File: src/rtl/uled_pkg.sv
// shared types and constants for the serial console line buffer
// no dependencies; used by every rtl file of the block except uled_ram

package uled_pkg;

    // field widths
    localparam int BYTE_W      = 8;
    localparam int CMD_W       = 2;
    localparam int CFG_IDX_W   = 1;
    localparam int S_TDATA_W   = 8;
    localparam int M_TDATA_W   = 24;

    // default ring depth in bytes
    localparam int RING_DEPTH_DEF = 128;

    // register reset values
    localparam logic [BYTE_W-1:0] LINE_END_RESET = 8'd13;
    localparam logic [BYTE_W-1:0] ERASE_RESET    = 8'd8;

    // configuration register indexes
    localparam logic [CFG_IDX_W-1:0] CFG_LINE_END = 1'd0;
    localparam logic [CFG_IDX_W-1:0] CFG_ERASE    = 1'd1;

    // command codes carried on s_tuser
    typedef enum logic [CMD_W-1:0] {
        CMD_RX_BYTE  = 2'd0,
        CMD_TX_DONE  = 2'd1,
        CMD_READ     = 2'd2,
        CMD_TX_QUEUE = 2'd3
    } cmd_t;

    // classified operation handed from front to back
    typedef struct packed {
        cmd_t              cmd;
        logic [BYTE_W-1:0] data;
        logic              is_end;
        logic              is_erase;
    } op_t;

endpackage

File: src/rtl/uled_ram.sv
// generic single-write, single-read ram with registered read data
// no dependencies

module uled_ram #(
    parameter int WIDTH = 8,
    parameter int DEPTH = 128
) (
    input  logic                     clk,
    input  logic                     we,
    input  logic [$clog2(DEPTH)-1:0] waddr,
    input  logic [WIDTH-1:0]         wdata,
    input  logic                     re,
    input  logic [$clog2(DEPTH)-1:0] raddr,
    output logic [WIDTH-1:0]         rdata
);

    logic [WIDTH-1:0] mem [DEPTH];

    // write port
    always_ff @(posedge clk) begin
        if (we) begin
            mem[waddr] <= wdata;
        end
    end

    // registered read, held while re is low
    always_ff @(posedge clk) begin
        if (re) begin
            rdata <= mem[raddr];
        end
    end

endmodule

File: src/rtl/uled_front.sv
// front end: config registers, command classification and a two-entry op queue
// depends on uled_pkg

module uled_front (
    input  logic                                aclk,
    input  logic                                aresetn,
    input  logic                                cfg_wr_en,
    input  logic [uled_pkg::CFG_IDX_W-1:0]      cfg_index,
    input  logic [uled_pkg::BYTE_W-1:0]         cfg_wdata,
    input  logic                                s_tvalid,
    output logic                                s_tready,
    input  logic [uled_pkg::S_TDATA_W-1:0]      s_tdata,
    input  logic [uled_pkg::CMD_W-1:0]          s_tuser,
    output logic                                op_valid,
    input  logic                                op_ready,
    output uled_pkg::op_t                       op
);

    logic [uled_pkg::BYTE_W-1:0] line_end_reg;
    logic [uled_pkg::BYTE_W-1:0] erase_reg;

    uled_pkg::op_t q_reg [2];
    logic          wr_ptr_reg;
    logic          rd_ptr_reg;
    logic [1:0]    count_reg;
    logic [1:0]    count_next;

    uled_pkg::op_t in_op;
    logic          push;
    logic          pop;

    // configuration registers
    always_ff @(posedge aclk) begin
        if (!aresetn) begin
            line_end_reg <= uled_pkg::LINE_END_RESET;
            erase_reg    <= uled_pkg::ERASE_RESET;
        end else if (cfg_wr_en) begin
            unique case (cfg_index)
                uled_pkg::CFG_LINE_END: line_end_reg <= cfg_wdata;
                uled_pkg::CFG_ERASE:    erase_reg    <= cfg_wdata;
                default: ;
            endcase
        end
    end

    // classify the incoming item
    always_comb begin
        in_op.cmd      = uled_pkg::cmd_t'(s_tuser);
        in_op.data     = s_tdata;
        in_op.is_end   = (s_tdata == line_end_reg);
        in_op.is_erase = (s_tdata == erase_reg);
    end

    assign s_tready = (count_reg != 2'd2);
    assign push     = s_tvalid && s_tready;
    assign op_valid = (count_reg != 2'd0);
    assign pop      = op_valid && op_ready;
    assign op       = q_reg[rd_ptr_reg];

    always_comb begin
        count_next = count_reg;
        if (push && !pop) begin
            count_next = count_reg + 2'd1;
        end else if (pop && !push) begin
            count_next = count_reg - 2'd1;
        end
    end

    // queue pointers and count
    always_ff @(posedge aclk) begin
        if (!aresetn) begin
            wr_ptr_reg <= 1'b0;
            rd_ptr_reg <= 1'b0;
            count_reg  <= 2'd0;
        end else begin
            if (push) begin
                wr_ptr_reg <= ~wr_ptr_reg;
            end
            if (pop) begin
                rd_ptr_reg <= ~rd_ptr_reg;
            end
            count_reg <= count_next;
        end
    end

    // queue storage
    always_ff @(posedge aclk) begin
        if (push) begin
            q_reg[wr_ptr_reg] <= in_op;
        end
    end

endmodule

File: src/rtl/uled_back.sv
// back end: receive and transmit rings, echo, erase, line flag and result register
// depends on uled_pkg and uled_ram

module uled_back #(
    parameter int RING_DEPTH = uled_pkg::RING_DEPTH_DEF
) (
    input  logic                               aclk,
    input  logic                               aresetn,
    input  logic                               op_valid,
    output logic                               op_ready,
    input  uled_pkg::op_t                      op,
    output logic                               m_tvalid,
    input  logic                               m_tready,
    output logic [uled_pkg::M_TDATA_W-1:0]     m_tdata,
    output logic                               m_tlast
);

    localparam int AW = $clog2(RING_DEPTH);
    localparam logic [AW-1:0] LAST_ADDR = AW'(RING_DEPTH - 1);

    typedef struct packed {
        logic                        tx_start;
        logic [uled_pkg::BYTE_W-1:0] tx_byte;
        logic                        tx_from_ram;
        logic                        read_valid;
        logic                        read_last;
        logic                        line_ready;
        logic                        rx_ovf;
        logic                        tx_ovf;
    } res_t;

    // pointers are {phase, address}; phase flips on each wrap
    logic [AW:0] tx_w_reg, tx_w_next;
    logic [AW:0] tx_r_reg, tx_r_next;
    logic [AW:0] rx_w_reg, rx_w_next;
    logic [AW:0] rx_r_reg, rx_r_next;
    logic        busy_reg, busy_next;
    logic        line_reg, line_next;
    logic        res_valid_reg;
    res_t        res_reg, res_next;

    logic        fire;
    logic        tx_full, rx_full, rx_empty;
    logic        tx_we, tx_re, rx_we, rx_re;
    logic [AW-1:0] tx_raddr;
    logic [uled_pkg::BYTE_W-1:0] tx_rdata, rx_rdata;
    logic [uled_pkg::BYTE_W-1:0] out_tx_byte, out_read_byte;

    function automatic logic [AW:0] ptr_inc(input logic [AW:0] p);
        logic [AW:0] r;
        if (p[AW-1:0] == LAST_ADDR) begin
            r = {~p[AW], {AW{1'b0}}};
        end else begin
            r = {p[AW], p[AW-1:0] + AW'(1)};
        end
        return r;
    endfunction

    function automatic logic [AW:0] ptr_dec(input logic [AW:0] p);
        logic [AW:0] r;
        if (p[AW-1:0] == {AW{1'b0}}) begin
            r = {~p[AW], LAST_ADDR};
        end else begin
            r = {p[AW], p[AW-1:0] - AW'(1)};
        end
        return r;
    endfunction

    assign op_ready = !res_valid_reg || m_tready;
    assign fire     = op_valid && op_ready;

    assign tx_full  = (tx_w_reg[AW-1:0] == tx_r_reg[AW-1:0]) && (tx_w_reg[AW] != tx_r_reg[AW]);
    assign rx_full  = (rx_w_reg[AW-1:0] == rx_r_reg[AW-1:0]) && (rx_w_reg[AW] != rx_r_reg[AW]);
    assign rx_empty = (rx_w_reg == rx_r_reg);

    // execute one operation
    always_comb begin
        tx_w_next = tx_w_reg;
        tx_r_next = tx_r_reg;
        rx_w_next = rx_w_reg;
        rx_r_next = rx_r_reg;
        busy_next = busy_reg;
        line_next = line_reg;
        tx_we     = 1'b0;
        tx_re     = 1'b0;
        rx_we     = 1'b0;
        rx_re     = 1'b0;
        tx_raddr  = tx_r_reg[AW-1:0];
        res_next  = '0;

        unique case (op.cmd) inside
            uled_pkg::CMD_RX_BYTE, uled_pkg::CMD_TX_QUEUE: begin
                // queue for transmit; an idle transmitter always has an empty ring
                if (tx_full) begin
                    res_next.tx_ovf = 1'b1;
                end else begin
                    tx_we     = fire;
                    tx_w_next = ptr_inc(tx_w_reg);
                end
                if (!busy_reg) begin
                    busy_next        = 1'b1;
                    res_next.tx_start = 1'b1;
                    res_next.tx_byte  = op.data;
                end
                if (op.cmd == uled_pkg::CMD_RX_BYTE) begin
                    if (op.is_end) begin
                        line_next = 1'b1;
                    end else begin
                        line_next = 1'b0;
                        if (op.is_erase) begin
                            if (!rx_empty) begin
                                rx_w_next = ptr_dec(rx_w_reg);
                            end
                        end else if (rx_full) begin
                            res_next.rx_ovf = 1'b1;
                        end else begin
                            rx_we     = fire;
                            rx_w_next = ptr_inc(rx_w_reg);
                        end
                    end
                end
            end
            uled_pkg::CMD_TX_DONE: begin
                // retire the byte in flight, start the next one from the ring
                if (busy_reg) begin
                    tx_r_next = ptr_inc(tx_r_reg);
                    tx_raddr  = tx_r_next[AW-1:0];
                    if (tx_r_next != tx_w_reg) begin
                        tx_re                = fire;
                        res_next.tx_start    = 1'b1;
                        res_next.tx_from_ram = 1'b1;
                    end else begin
                        busy_next = 1'b0;
                    end
                end
            end
            uled_pkg::CMD_READ: begin
                if (!rx_empty) begin
                    rx_re               = fire;
                    res_next.read_valid = 1'b1;
                    rx_r_next           = ptr_inc(rx_r_reg);
                end
                res_next.read_last = (rx_r_next == rx_w_reg);
            end
            default: ;
        endcase
        res_next.line_ready = line_next;
    end

    // ring state and result register
    always_ff @(posedge aclk) begin
        if (!aresetn) begin
            tx_w_reg      <= '0;
            tx_r_reg      <= '0;
            rx_w_reg      <= '0;
            rx_r_reg      <= '0;
            busy_reg      <= 1'b0;
            line_reg      <= 1'b0;
            res_valid_reg <= 1'b0;
        end else if (fire) begin
            tx_w_reg      <= tx_w_next;
            tx_r_reg      <= tx_r_next;
            rx_w_reg      <= rx_w_next;
            rx_r_reg      <= rx_r_next;
            busy_reg      <= busy_next;
            line_reg      <= line_next;
            res_valid_reg <= 1'b1;
        end else if (m_tready) begin
            res_valid_reg <= 1'b0;
        end
    end

    always_ff @(posedge aclk) begin
        if (fire) begin
            res_reg <= res_next;
        end
    end

    // transmit ring
    uled_ram #(
        .WIDTH (uled_pkg::BYTE_W),
        .DEPTH (RING_DEPTH)
    ) u_tx_ram (
        .clk   (aclk),
        .we    (tx_we),
        .waddr (tx_w_reg[AW-1:0]),
        .wdata (op.data),
        .re    (tx_re),
        .raddr (tx_raddr),
        .rdata (tx_rdata)
    );

    // receive ring
    uled_ram #(
        .WIDTH (uled_pkg::BYTE_W),
        .DEPTH (RING_DEPTH)
    ) u_rx_ram (
        .clk   (aclk),
        .we    (rx_we),
        .waddr (rx_w_reg[AW-1:0]),
        .wdata (op.data),
        .re    (rx_re),
        .raddr (rx_r_reg[AW-1:0]),
        .rdata (rx_rdata)
    );

    // merge registered ram data into the result
    assign out_tx_byte   = res_reg.tx_from_ram ? tx_rdata : res_reg.tx_byte;
    assign out_read_byte = res_reg.read_valid ? rx_rdata : '0;

    assign m_tvalid = res_valid_reg;
    assign m_tlast  = res_reg.read_last;
    assign m_tdata  = {3'b000, res_reg.tx_ovf, res_reg.rx_ovf, res_reg.line_ready,
                       out_read_byte, res_reg.read_valid, out_tx_byte, res_reg.tx_start};

endmodule

File: src/rtl/uart_line_editor_echo_fifo.sv
// top level of the serial console line buffer with echo and erase
// depends on uled_pkg, uled_front, uled_back (and uled_ram below it)

// Takes one command per clock cycle with no gaps while m_tready stays high.
// Each accepted command waits in the front op queue, and its result is then
// held in the back result register, which is fed by the registered ring
// reads, until the result transfers on the result channel. A stalled
// result holds the back end; the two-entry op queue takes up to two more
// commands, then s_tready drops and returns the cycle after the stalled result
// transfers. Both rings are plain RAMs of RING_DEPTH bytes each with no
// clearing pass, so the block is ready right after reset. An idle transmitter
// starts on a queued or echoed byte at once; a transmit done command starts
// the next waiting byte. Config writes belong while idle.

module uart_line_editor_echo_fifo #(
    parameter int RING_DEPTH = uled_pkg::RING_DEPTH_DEF
) (
    input  logic                               aclk,
    input  logic                               aresetn,
    // configuration writes
    input  logic                               cfg_wr_en,
    input  logic [uled_pkg::CFG_IDX_W-1:0]     cfg_index,
    input  logic [uled_pkg::BYTE_W-1:0]        cfg_wdata,
    // command channel
    input  logic                               s_tvalid,
    output logic                               s_tready,
    input  logic [uled_pkg::S_TDATA_W-1:0]     s_tdata,   // [7:0] data_byte
    input  logic [uled_pkg::CMD_W-1:0]         s_tuser,   // [1:0] cmd
    // result channel
    output logic                               m_tvalid,
    input  logic                               m_tready,
    // [0] tx_start, [8:1] tx_byte, [9] read_valid, [17:10] read_byte,
    // [18] line_ready, [19] rx_overflow, [20] tx_overflow, [23:21] zero
    output logic [uled_pkg::M_TDATA_W-1:0]     m_tdata,
    output logic                               m_tlast    // read_last
);

    uled_pkg::op_t op;
    logic          op_valid;
    logic          op_ready;

    // accept and classify commands
    uled_front u_front (
        .aclk      (aclk),
        .aresetn   (aresetn),
        .cfg_wr_en (cfg_wr_en),
        .cfg_index (cfg_index),
        .cfg_wdata (cfg_wdata),
        .s_tvalid  (s_tvalid),
        .s_tready  (s_tready),
        .s_tdata   (s_tdata),
        .s_tuser   (s_tuser),
        .op_valid  (op_valid),
        .op_ready  (op_ready),
        .op        (op)
    );

    // carry out commands on the rings
    uled_back #(
        .RING_DEPTH (RING_DEPTH)
    ) u_back (
        .aclk     (aclk),
        .aresetn  (aresetn),
        .op_valid (op_valid),
        .op_ready (op_ready),
        .op       (op),
        .m_tvalid (m_tvalid),
        .m_tready (m_tready),
        .m_tdata  (m_tdata),
        .m_tlast  (m_tlast)
    );

endmodule

File: config.mk
export PLATFORM = sky130hd
export DESIGN_NAME = uart_line_editor_echo_fifo
export DESIGN_NICKNAME = d
export VERILOG_FILES = /design/src/rtl/uled_pkg.sv /design/src/rtl/uled_ram.sv /design/src/rtl/uled_front.sv /design/src/rtl/uled_back.sv /design/src/rtl/uart_line_editor_echo_fifo.sv
export SDC_FILE = /design/constraint.sdc
export NUM_CORES = 2
export LEC_CHECK = 0
export ABC_CLOCK_PERIOD_IN_PS = 7300
export BUFFER_PORTS_ARGS = -buffer_cell sky130_fd_sc_hd__buf_2
export CORE_MARGIN = 4
export CORE_UTILIZATION = 47
export CTS_BUF_LIST = sky130_fd_sc_hd__clkbuf_2
export CTS_CLUSTER_DIAMETER = 150
export CTS_CLUSTER_SIZE = 40
export DETAILED_ROUTE_END_ITERATION = 7
export GPL_TIMING_DRIVEN = 1
export MAX_ROUTING_LAYER = met4
export PLACE_DENSITY = 0.71
export SLEW_MARGIN = 20
export SYNTH_ARGS = -nofsm -noshare
export SYNTH_HDL_FRONTEND = slang
export SYNTH_HIERARCHICAL = 1
export SYNTH_SLANG_ARGS = --single-unit
File: constraint.sdc
create_clock -name aclk -period 7.3 [get_ports aclk]
set_clock_uncertainty 0.1 [all_clocks]
set_input_delay 0.365 -clock aclk [delete_from_list [all_inputs] [get_ports aclk]]
set_output_delay 0.365 -clock aclk [all_outputs]
set_load 0.03 [all_outputs]
==> results.cfg <==
[yosys]
ys_types = 68
ys.flop_type = edfxtp_1
synth_xor_area_share_pct = 0.630
syn_area_um2 = 84800
synth-compound-area-share_pct = 0.776
ys_async_sr_fraction_pct = 0
synth_area_per_cell_um2 = 22.1
synth_edf_count = 2103
yosysWarningCount = 6
yosys-top-cells-area = edfxtp_1 74%, mux4_2 18%, dfxtp_1 1.3%
ys_seq_area_share_pct = 75.8
synth_top_family_by_area = multiplexers
yosys.area_share.simple_pct = 3.00
ys_seq_elements = 2159
postSynthCellCount = 3838
synth_fa_ha_area_share_pct = 0.162
synthMuxAreaShare_pct = 18.4
yosys.area.top_type = edfxtp_1
netlist.area_leader.share_pct = 74.5

[clock_network]
root_buffer = clkbuf_2
cts.path.max_buffers = 3
clkTransAtPathRegs_ns = 0.66
htreeDepth = 2
post_cts_resized = 0
clock_latency_ns = 1.81
cts.sinks = 2159
cts_tree = done
cts.hold.buffers_added = 93
post_cts_buffers = 0
cts-buffers-inserted = 60

[global_routing]
antenna_found_initial = 5
overflow = 0
grt_usage_pct = 20.3
grt_max_degree = 183
grt_pass1_wl_mm = 271
first_global_vias = 38700

[floorplan]
die_h_um = 433
fp.dieW_um = 433
pin_count = 51
start_util_pct = 47.4
core-area_um2 = 179000
die-area_um2 = 187000
rows = 155

[power]
finalPower_mw = 22.1
ir_worst_vdd_uv = 346
p_leak_nw = 25.8
p_per_area_nw_per_um2 = 246

[detailed_routing]
viasPerCell = 6.14
drt-pass1-iter-count = 5
routed_wl_mm = 185
drc_errors = 0
ant_nets = 0
drt_iter0_drc = 4792
wire_per_inst_um = 29.1
vias = 38900

[sta]
rsz0062_at_grt = no
layout_min_cycle_time_ns = 5.52
fmax_ghz = 0.181
tns_ns = 0
slew_headroom_pct = 20.3
fin_crit_sh_pct = 75.6
hold_violations = 0
finalSetupViolCount = 0
slew_viol_final = 0
worst_slew_pin_slew_ns = 1.19

[placed_design]
gp_congestion = 0.797
portBuffers = 47
dpl.hpwl_mm = 109
place_area_um2 = 88100

[cells_and_area]
fillers = 13800
fin_nets = 3957
multi_input_area_um2 = 19700
layout_commonest_cell = edfxtp_1
final_cell_mix = 2103 x edfxtp_1, 672 x mux4_2, 273 x nor2_1, 109 x clkbuf_2, 101 x nand2_1
regArea_um2 = 64300
design_area_um2 = 89700
synthToLayoutAreaGrowth_pct = 5.77
drive_above_1_share_pct = 25.1

[worst_hold_path]
hp-class = in -> reg
worstHoldStart = s_tuser[0]

[worst_setup_path]
crit_top_cell = mux4_2
endpoint_kind = flop
crit_type = reg -> reg
path_cells = buf_4 > mux2_2 > inv_1 > ha_1 > nand2_1 > inv_1 > nand2_1 > o21ai_4 > buf_12 > mux4_2 > mux4_2 > mux4_2 > mux2_2
crit_fanout = 51
cpPeakStageDelay_ns = 0.65
crit_slowest_cell = o21ai_4
worstPathRequired_ns = 8.82
arrival_ns = 7.04
crit_path_start_kind = flop

[run]
drv_cap = 0

[run_status]
status = completed
[power breakdown]
group / internal (mW) / switching, mW
combinational: 1.04 / 2.34
sequential: 14.9 / 0.0935
clock: 0.394 / 3.25
[routing by layer]
layer | GRT usage (%) | up-vias | routed length, um
met5 | - | - | 0
met4 | 5.36 | 0 | 5190
met3 | 2.19 | 256 | 12400
met2 | 33.4 | 1599 | 95400
met1 | 27.3 | 21000 | 71500
li1 | - | 16000 | -
[metrics by stage]
stage               utilization, %  hold WS [ns]  setup slack (ns)  instances
floorplan                        -         0.337              2.94       3840
global placement              49.2         0.351              1.89       6120
finish                        50.1         0.330              1.78       6341
global route                  50.1         0.229              1.54       6334
detailed placement            49.2         0.360              1.85       6120
CTS                           50.1       0.00378              1.81       6325
[logic make-up after synthesis]
group,Yosys count
xor+xnor,61
buf+inv,234
simple gates,569
compound gates,91
mux,712
other cells,1
fa+ha+maj,11
flops,2159
[cells in the mapped netlist (5+ instances only)]
library cell     n
a21boi_0         8
a21oi_1         26
and2_1          26
buf_1           36
buf_2           46
buf_4           33
clkbuf_1        99
dfxtp_1         56
edfxtp_1      2103
ha_1            11
inv_1           14
mux2_2          37
mux4_2         672
nand2_1        101
nand2b_1        10
nand3_1         52
nand4_1         20
nor2_1         279
nor2b_1         21
nor3_1          26
nor4_1           7
o211a_1          5
o21ai_0         14
or3_1            8
xnor2_1         37
xor2_1          24
[critical path, delay by kind of cell, from the launching register on]
family | cells | cell delay, ns
flops | 1 | 0.47
compound gates | 1 | 0.65
buf+inv | 4 | 1.02
fa+ha+maj | 1 | 0.20
mux | 5 | 2.35
simple gates | 2 | 0.43
[final timing paths]
path	slack [ns]	to	cells after the start
worst max-delay path	1.78	u_back/u_tx_ram/rdata[4]	13
worst min-delay path	0.33	u_front/q_reg[0][10]	4
worst max register to register	1.78	u_back/u_tx_ram/rdata[4]	13
worst min register to register	0.41	u_back/line_reg	2
[layout make-up]
| cell class | count | area share (%) |
|---|---|---|
| Inverter | 16 | 0.0669 |
| Clock buffer | 109 | 0.608 |
| Multi-Input combinational cell | 1447 | 22.0 |
| Sequential cell | 2159 | 71.7 |
| Timing Repair Buffer | 238 | 2.33 |
| Tap cell | 2355 | 3.28 |
| Antenna cell | 14 | 0.0390 |
| Clock inverter | 3 | 0.0572 |
(Power assumes the default switching activity.)
